==> src/point_hash_set_linear_probe_macros.svh <==
// Assertion macros shared by the point hash set RTL.
// Included by the controller and datapath; no other dependencies.
`ifndef POINT_HASH_SET_LINEAR_PROBE_MACROS_SVH
`define POINT_HASH_SET_LINEAR_PROBE_MACROS_SVH

// Check a property on every rising edge outside of reset.
`define PHSLP_ASSERT(label, clk, rst_n, prop, msg) \
    label: assert property (@(posedge clk) disable iff (!rst_n) prop) \
        else $error(msg);

// Check that a condition never holds outside of reset.
`define PHSLP_ASSERT_NEVER(label, clk, rst_n, cond, msg) \
    label: assert property (@(posedge clk) disable iff (!rst_n) !(cond)) \
        else $error(msg);

`endif

==> src/phslp_pkg.sv <==
// Package for the point hash set: sizes, opcodes, payload and control types.
// No dependencies; used by the controller, datapath and top level.
`timescale 1ns / 1ps
`default_nettype none

package phslp_pkg;

    localparam int TABLE_SIZE      = 1543;
    localparam int MAX_DIM         = 2;
    localparam int COORD_W         = 32;
    localparam int KEY_W           = MAX_DIM * COORD_W;
    localparam int MEM_W           = KEY_W + 1;
    localparam int BYTES_PER_COORD = 4;
    localparam int HASH_STEPS      = MAX_DIM * BYTES_PER_COORD;
    localparam int STEP_W          = $clog2(HASH_STEPS);
    localparam int SLOT_W          = $clog2(TABLE_SIZE);
    localparam int COUNT_W         = 10;
    localparam int DIM_W           = 2;
    localparam int OP_W            = 2;
    localparam int LOAD_LIMIT      = TABLE_SIZE / 2;

    localparam int HASH_A0    = 31415;
    localparam int HASH_B     = 27183;
    localparam int HASH_A_MOD = TABLE_SIZE - 1;
    localparam int AMUL_W     = $clog2(((HASH_A0 > HASH_A_MOD) ? HASH_A0 : HASH_A_MOD) + 1);

    // Reduction mod TABLE_SIZE by reciprocal: quotient estimate is exact or one low.
    localparam int PROD_W    = AMUL_W + SLOT_W + 1;
    localparam int RED_SHIFT = PROD_W;
    localparam longint unsigned RED_MULT = (64'd1 << RED_SHIFT) / TABLE_SIZE;
    localparam int RMUL_W    = $clog2(RED_MULT + 1);

    localparam logic [OP_W-1:0] OP_CONTAINS = 2'd0;
    localparam logic [OP_W-1:0] OP_INSERT   = 2'd1;
    localparam logic [OP_W-1:0] OP_DELETE   = 2'd2;

    typedef struct packed {
        logic [OP_W-1:0]           op;
        logic signed [COORD_W-1:0] coord_0;
        logic signed [COORD_W-1:0] coord_1;
    } t_in_item;

    typedef struct packed {
        logic               found;
        logic               status;
        logic [COUNT_W-1:0] entry_total;
    } t_out_item;

    typedef struct packed {
        logic load_req;
        logic hash_mul;
        logic hash_quo;
        logic hash_red;
        logic idx_adv;
        logic resolve;
        logic place_write;
        logic del_adv;
        logic del_take;
        logic clear_wr;
        logic out_load;
    } t_cmd;

    typedef struct packed {
        logic clear_last;
        logic hash_last;
        logic slot_valid;
        logic key_eq;
        logic del_go;
    } t_sts;

    typedef logic [HASH_STEPS-1:0][AMUL_W-1:0] t_a_tab;

    // Hash multiplier per byte position; independent of the key.
    function automatic t_a_tab hash_a_table();
        t_a_tab tab;
        longint a;
        a = HASH_A0;
        for (int i = 0; i < HASH_STEPS; i++) begin
            tab[i] = AMUL_W'(a);
            a = (a * HASH_B) % HASH_A_MOD;
        end
        return tab;
    endfunction

    localparam t_a_tab HASH_A_TAB = hash_a_table();

endpackage

`default_nettype wire

==> src/phslp_ctrl.sv <==
// Controller of the point hash set: sequences clear, hash, probe and cluster repair.
// Depends on phslp_pkg and the assertion macro header.
`timescale 1ns / 1ps
`default_nettype none
`include "point_hash_set_linear_probe_macros.svh"

module phslp_ctrl
    import phslp_pkg::*;
(
    input  wire logic i_clk,
    input  wire logic i_rst_n,
    input  wire logic i_in_valid,
    output logic      o_in_stall,
    input  wire logic i_out_stall,
    output logic      o_out_valid,
    input  wire t_sts i_sts,
    output t_cmd      o_cmd
);

    typedef enum logic [9:0] {
        S_CLEAR   = 10'b0000000001,
        S_IDLE    = 10'b0000000010,
        S_HMUL    = 10'b0000000100,
        S_HQUO    = 10'b0000001000,
        S_HRED    = 10'b0000010000,
        S_PRD     = 10'b0000100000,
        S_PCHK    = 10'b0001000000,
        S_DEL_RD  = 10'b0010000000,
        S_DEL_CHK = 10'b0100000000,
        S_DONE    = 10'b1000000000
    } t_state;

    t_state r_state;
    t_state n_state;
    logic   r_placing;
    logic   n_placing;
    logic   r_out_valid;
    logic   n_out_valid;
    logic   out_free;

    assign out_free = ~r_out_valid | ~i_out_stall;

    always_comb begin
        n_state     = r_state;
        n_placing   = r_placing;
        n_out_valid = r_out_valid & i_out_stall;
        o_cmd       = '0;
        unique case (r_state)
            S_CLEAR: begin
                o_cmd.clear_wr = 1'b1;
                if (i_sts.clear_last) begin
                    n_state = S_IDLE;
                end
            end
            S_IDLE: begin
                if (i_in_valid) begin
                    o_cmd.load_req = 1'b1;
                    n_placing      = 1'b0;
                    n_state        = S_HMUL;
                end
            end
            S_HMUL: begin
                o_cmd.hash_mul = 1'b1;
                n_state        = S_HQUO;
            end
            S_HQUO: begin
                o_cmd.hash_quo = 1'b1;
                n_state        = S_HRED;
            end
            S_HRED: begin
                o_cmd.hash_red = 1'b1;
                n_state        = i_sts.hash_last ? S_PRD : S_HMUL;
            end
            S_PRD: begin
                n_state = S_PCHK;
            end
            S_PCHK: begin
                // Stop on the key itself or on the first empty slot.
                if (!i_sts.slot_valid || i_sts.key_eq) begin
                    if (r_placing) begin
                        o_cmd.place_write = 1'b1;
                        n_state           = S_DEL_RD;
                    end else begin
                        o_cmd.resolve = 1'b1;
                        n_state       = i_sts.del_go ? S_DEL_RD : S_DONE;
                    end
                end else begin
                    o_cmd.idx_adv = 1'b1;
                    n_state       = S_PRD;
                end
            end
            S_DEL_RD: begin
                o_cmd.del_adv = 1'b1;
                n_state       = S_DEL_CHK;
            end
            S_DEL_CHK: begin
                // Pull the next cluster entry and re-place it.
                if (i_sts.slot_valid) begin
                    o_cmd.del_take = 1'b1;
                    n_placing      = 1'b1;
                    n_state        = S_HMUL;
                end else begin
                    n_state = S_DONE;
                end
            end
            S_DONE: begin
                if (out_free) begin
                    o_cmd.out_load = 1'b1;
                    n_out_valid    = 1'b1;
                    n_state        = S_IDLE;
                end
            end
            default: begin
                n_state = S_IDLE;
            end
        endcase
    end

    always_ff @(posedge i_clk) begin
        if (!i_rst_n) begin
            r_state     <= S_CLEAR;
            r_placing   <= 1'b0;
            r_out_valid <= 1'b0;
        end else begin
            r_state     <= n_state;
            r_placing   <= n_placing;
            r_out_valid <= n_out_valid;
        end
    end

    assign o_in_stall  = (r_state != S_IDLE);
    assign o_out_valid = r_out_valid;

    `PHSLP_ASSERT(a_load_when_free, i_clk, i_rst_n, o_cmd.out_load |-> out_free, "result loaded over a pending transaction")
    `PHSLP_ASSERT(a_done_delivers, i_clk, i_rst_n, (r_state == S_DONE) && !r_out_valid |=> r_out_valid, "finished result not presented")

endmodule

`default_nettype wire

==> config.mk <==
export PLATFORM = sky130hd
export DESIGN_NAME = phslp_ctrl
export DESIGN_NICKNAME = d
export VERILOG_FILES = /design/src/phslp_pkg.sv /design/src/phslp_ctrl.sv
export VERILOG_INCLUDE_DIRS = /design/src /design/src/src
export SDC_FILE = /design/constraint.sdc
export NUM_CORES = 1
export LEC_CHECK = 0
export BUFFER_PORTS_ARGS = -buffer_cell sky130_fd_sc_hd__buf_4
export CAP_MARGIN = 30
export CELL_PAD_IN_SITES_DETAIL_PLACEMENT = 1
export CELL_PAD_IN_SITES_GLOBAL_PLACEMENT = 2
export CORE_ASPECT_RATIO = 1.25
export CORE_UTILIZATION = 28
export CTS_BUF_LIST = sky130_fd_sc_hd__clkbuf_16
export CTS_CLUSTER_SIZE = 10
export DETAILED_ROUTE_END_ITERATION = 10
export PLACE_DENSITY = 0.82
export SKIP_CTS_REPAIR_TIMING = 1
export SLEW_MARGIN = 5
export SYNTH_ARGS = -nofsm -noshare
export SYNTH_HDL_FRONTEND = slang
export SYNTH_SLANG_ARGS = --single-unit
==> constraint.sdc <==
create_clock -name i_clk -period 1.9 [get_ports i_clk]
set_input_delay 0 -clock i_clk [delete_from_list [all_inputs] [get_ports i_clk]]
set_output_delay 0 -clock i_clk [all_outputs]
set_load 0.01 [all_outputs]
==> reports/summary.txt, run 1 <==
Crit. Startpoint - r_state[2]
Setup crit start kind - register
Area Growth Syn to Fin - 37.09%
Synthesized flop and latch total - 12
DRC - 0
Final hold viol count - 0
Place WS - 251.3 ps
Worst r2r src - r_state[7]
Synth area leaders - dfxtp_1 (32%), nor2_1 (6.0%), nor3_4 (4.3%)
GRT overflow - 0
LEAKAGE - 0.0004501 µW
Synth unique cells - 38
Rel. slew slack - 75.52%
CP endpoint kind - output pin
First-pass detailed-route iteration total - 4
# port buffers - 21
Status - completed
Peak supply drop - 0.0003171 V
Die Height - 60.09 µm
RR Endpoint - r_state[1]
RSZ-0062 raised after global routing - no
Fillers - 310
Synth Cell Area - 755.7 µm²
WL/cell - 14.17 µm
Routed Antenna Nets - 0
Layout cells sized above 1 - 29.41%
Final std cells w/o fill - 152
Syn nets - 103
Number of max-cap violations - 0
Max-slew violations - 0
Core area - 2502 µm²
Max FO, Critical Path - 7
First-pass GRT wire length - 3608 µm
Final setup TNS - 0 ps
Die W - 48.47 µm
Commonest non-fill, non-tap cell in the layout - buf_4
Pin count of the biggest net entering global routing - 11
Ant. Diodes - 0
Number of global-route vias before repair - 781
Synth top area share - 31.79%
Total Routing Usage GR - 17.07%
Clock Tree Root - clkbuf_16
Worst reg2reg setup slack - 290 ps
Commonest non-fill, non-tap cells in the layout - buf_4 (22), nor2_1 (12), dfxtp_1 (12)
Drt via density - 5.145
Io pins - 22
WP data arrival - 1800 ps
Initial Util - 30.20%
Routability cong. - 0.7889
Mapped Avg Cell Area - 8.040 µm²
Via count - 782
Initial antenna violation count - 0
Final nets - 129
Synth async-reset ratio - 0%
Die area - 2912 µm²
Critical path type - reg -> out
Initial DRC count - 9
Worst-path clk slew - 50 ps
Routed wire length - 2154 µm
Hold crit path type - in -> reg
Clock Skew - 5.633 ps
Clk sink count - 12
Row count - 20
Yosys warnings - 0
Min cycle time layout - 1797 ps
Worst hold margin - 32.84 ps
Gate count of the mapped netlist - 94
H-tree depth - 1
Top_reg_cell synth - dfxtp_1
Worst R2R Path Depth - 5
Setup violations, final - 0
Fmax - 556.5 MHz
Synth area leader - dfxtp_1
CTS tree - yes
CTS Buf Count - 3
Pwr per Cell Area - 749.8 nW/µm²
Final WS setup - 103.2 ps
Clk buf depth - 2
Post-synth EDFFs - 0
Seq/Total Area, Yosys - 31.79%
Hpwl dp - 1625 µm
Placed Cells - 146
Later-pin clock latency in the skew report - 250 ps
Data required, critical path - 1900 ps
Final period util - 94.57%
CP endpoint - o_cmd[4]
Worst slew pin tran - 366.6 ps
-- metrics by stage --
step           power (µW)  cell area, µm²  util (%)
3_5_place_dp        377.7           939.7     37.55
3_3_place_gp        376.3           939.7     37.55
6_report            776.8            1036     41.40
2_1_floorplan       343.8           755.7         -
4_1_cts             780.8            1018     40.70
5_1_grt             808.6            1036     41.40
-- synth_stat cells (2+ instances only) --
master / number
dfxtp_1: 12
nor2_1: 12
nand2_1: 8
o21ai_0: 6
inv_1: 5
nand2b_1: 5
a21oi_1: 3
nand3b_1: 3
nor4_1: 3
and2_1: 2
and3_1: 2
nor2b_1: 2
nor3_1: 2
nor3_4: 2
nor3b_1: 2
o21a_1: 2
or4_1: 2
-- critical path, stage by stage, from the launching register on --
cell and delay [ps]:
dfxtp_1 360, nor3_4 330, nand3_2 170, or3b_4 460, nor2_1 100, buf_4 120
-- cell families (layout without fill, tap and decap cells) --
group,count (synthesis),after routing,share of synthesized area (%)
and+or+nand+nor,54,54,43.87
AOI/OAI and AO/OA,19,19,17.22
DFF,12,12,31.79
muxes,1,1,1.490
buffers and inverters,7,32,4.470
xor gates and xnor gates,1,1,1.159
-- sequential cells by signal, summed over array words and instances (netlist names) --
signal,count
r_state,10
o_out_valid,1
r_placing,1
-- worst min path at each step --
| stage | from | end | cells after the start |
|---|---|---|---|
| floorplan | i_out_stall | o_cmd[0] | 1 |
| global placement | i_sts[4] | r_state[0] | 2 |
| detailed placement | i_sts[4] | r_state[0] | 2 |
| CTS | i_sts[4] | r_state[0] | 2 |
| global route | i_rst_n | r_state[0] | 2 |
| finish | i_rst_n | r_state[0] | 2 |
-- final cells by class --
type	instances	area (µm²)	share of cell area, %
sequential	12	240.2	23.19
tap	33	41.29	3.986
clock buffer	3	75.07	7.246
inverter	5	18.77	1.812
multi-input combinational	75	481.7	46.50
clock inverter	1	3.754	0.3623
timing repair buffer	23	175.2	16.91
-- power breakdown --
part / switching (µW) / internal (µW) / leakage (µW) / total, µW
combinational: 50.3 / 53.6 / 0.000314 / 104
clock: 120 / 278 / 0.0000385 / 398
sequential: 15.7 / 259 / 0.0000974 / 274
-- per-layer routing --
metal  part of all wire, %  routed length [µm]  global-route usage (%)
met5                     0                   0                       0
met3                   2.7                  59                   1.781
met2                    52                1113                   30.58
met1                    42                 909                   18.11
met4                   3.3                  72                   15.13
No activity file was read; power rests on OpenSTA's default activity.
==> inputs of run 2 (changes only) <==
--- a/config.mk
+++ b/config.mk
@@ -11,11 +11,12 @@
 export CELL_PAD_IN_SITES_DETAIL_PLACEMENT = 1
 export CELL_PAD_IN_SITES_GLOBAL_PLACEMENT = 2
 export CORE_ASPECT_RATIO = 1.25
-export CORE_UTILIZATION = 28
+export CORE_UTILIZATION = 25
 export CTS_BUF_LIST = sky130_fd_sc_hd__clkbuf_16
 export CTS_CLUSTER_SIZE = 10
 export DETAILED_ROUTE_END_ITERATION = 10
-export PLACE_DENSITY = 0.82
+export HOLD_SLACK_MARGIN = 0.02
+export PLACE_DENSITY = 0.73
 export SKIP_CTS_REPAIR_TIMING = 1
 export SLEW_MARGIN = 5
 export SYNTH_ARGS = -nofsm -noshare
==> constraint.sdc (replaced) <==
create_clock -name i_clk -period 1.5 [get_ports i_clk]
set_input_delay 0 -clock i_clk [delete_from_list [all_inputs] [get_ports i_clk]]
set_output_delay 0 -clock i_clk [all_outputs]
set_load 0.01 [all_outputs]
==> run 2 against run 1 <==
  * The flow now finishes with violations (negative setup slack)
  * Count of clock-buffer cells in the layout unchanged
  * Register-to-register slack worse by 380 ps
  * Critical path depth unchanged
  * Sequential power up 26%
  * Combinational power up 91%
  * Total power up 32%
  * Non-clock buffer count up 21
  * First-iteration DRC count unchanged
  * Global-route usage down 0.70 points
==> reports/summary.txt, run 2 (synthesis gave the netlist of run 1 again) <==
RR Endpoint - r_state[9]
Biggest register - r_state
Routed wire length - 2527 µm
Peak supply drop - 0.0004130 V
Clk sink count - 12
Pwr per Cell Area - 801.1 nW/µm²
Initial Util - 27.13%
Crit. Startpoint - r_state[0]
Routed Antenna Nets - 0
Ant. Diodes - 0
Worst r2r src - r_state[0]
Rel. slew slack - 82.59%
Clock Skew - 5.457 ps
Io pins - 22
Worst reg2reg setup slack - -90 ps
Total Routing Usage GR - 16.37%
Setup crit start kind - register
Die area - 3248 µm²
Failing checks - negative setup slack
Final hold viol count - 0
Later-pin clock latency in the skew report - 240 ps
Die W - 51.18 µm
Routability cong. - 0.7149
Max FO, Critical Path - 4
Worst hold margin - 33.82 ps
# port buffers - 21
CTS Buf Count - 3
Final period util - 106.9%
First-pass detailed-route iteration total - 4
Final nets - 150
GRT overflow - 0
Worst hold start - i_rst_n
Max reg flops - 10
Commonest non-fill, non-tap cells in the layout - buf_4 (40), nand2_1 (7), nor2_1 (7)
Row count - 21
Commonest non-fill, non-tap cell in the layout - buf_4
LEAKAGE - 0.0005582 µW
Max-slew violations - 0
Clk buf depth - 2
CP endpoint kind - output pin
Via count - 839
Status - finished with violations
Setup violations, final - 9
Area Growth Syn to Fin - 69.54%
Die Height - 63.47 µm
WL/cell - 14.61 µm
RSZ-0062 raised after global routing - yes
Hpwl dp - 1804 µm
Initial antenna violation count - 0
Worst-path clk slew - 50 ps
Worst R2R Path Depth - 6
CTS tree - yes
Fmax - 623.4 MHz
Number of max-cap violations - 0
Clock Tree Root - clkbuf_16
Final setup TNS - -532.7 ps
Core Util, Final - 46.00%
Number of global-route vias before repair - 864
H-tree depth - 1
Final WS setup - -104.2 ps
Drt via density - 4.850
Critical path type - reg -> out
Worst slew pin tran - 258.8 ps
WHS Endpoint - r_state[0]
Initial DRC count - 9
Hold crit path type - in -> reg
Hold depth - 2
Data required, critical path - 1500 ps
Pin count of the biggest net entering global routing - 11
Layout cells sized above 1 - 55.40%
DRC - 0
WP data arrival - 1600 ps
Core area - 2785 µm²
Min cycle time layout - 1604 ps
First-pass GRT wire length - 3926 µm
[run 2: cell types whose count changed in the layout (fill, tap and decap cells not counted), moves of 2 or more]
cell,previous run,this run
buf_4,22,40
buf_6,0,3
dfxtp_1,12,6
dfxtp_2,0,4
dfxtp_4,0,2
inv_1,5,3
inv_2,0,2
nor2_1,12,7
nor2_2,0,3
nor2_4,0,2
nor3_1,2,0
nor3_2,1,3
or4_1,2,0
or4_4,0,2
[run 2: report_power, final]
part,internal [µW],leakage [µW],total (µW),switching [µW]
Combinational,115,0.000421,199,84.0
Clock,347,0.0000370,482,135
Sequential,327,0.000100,346,18.4
Total,789,0.000558,1030,237
[run 2: how the worst max path moves through the flow]
stage / cells past startpoint / endpoint / slack [ps]
after global routing: 5 / o_cmd[4] / -210
after CTS: 5 / o_cmd[9] / -300
final: 5 / o_cmd[4] / -100
after floorplan: 6 / r_state[9] / 50
after detailed placement: 4 / r_state[3] / -30
after global placement: 5 / r_state[9] / -30
[run 2: area by class of cell]
class,count,area [µm²]
inverters,5,18.77
fillers,355,1504
flip-flops and latches,12,252.7
well taps,34,42.54
repair buffers,44,344.1
multi-input cells,75,548.0
clock buffers,3,75.07
[run 2: critical path, cell delays in order, from the launching register on]
cell	delay (ps)
dfxtp_4	360
nor3_4	250
nand3_2	120
or3b_4	430
nor2_2	90
buf_4	120
[run 2: routing by layer]
metal  up-vias  track usage (%)  wire length [µm]
met5         -                0                 0
met4         0            6.250                19
met2        14            28.95              1386
met3         2            3.140                77
li1        429                -                 -
met1       394            18.77              1044
[run 2: per-stage QoR]
step	cell area, µm²	cells	setup slack (ps)	total power (µW)
after floorplan	755.7	94	48.69	435.5
after global placement	1069	164	-25.87	515.6
after detailed placement	1069	164	-34.67	517.1
after CTS	1144	167	-303.4	1011
after global routing	1281	173	-211.8	1077
final	1281	173	-104.2	1026
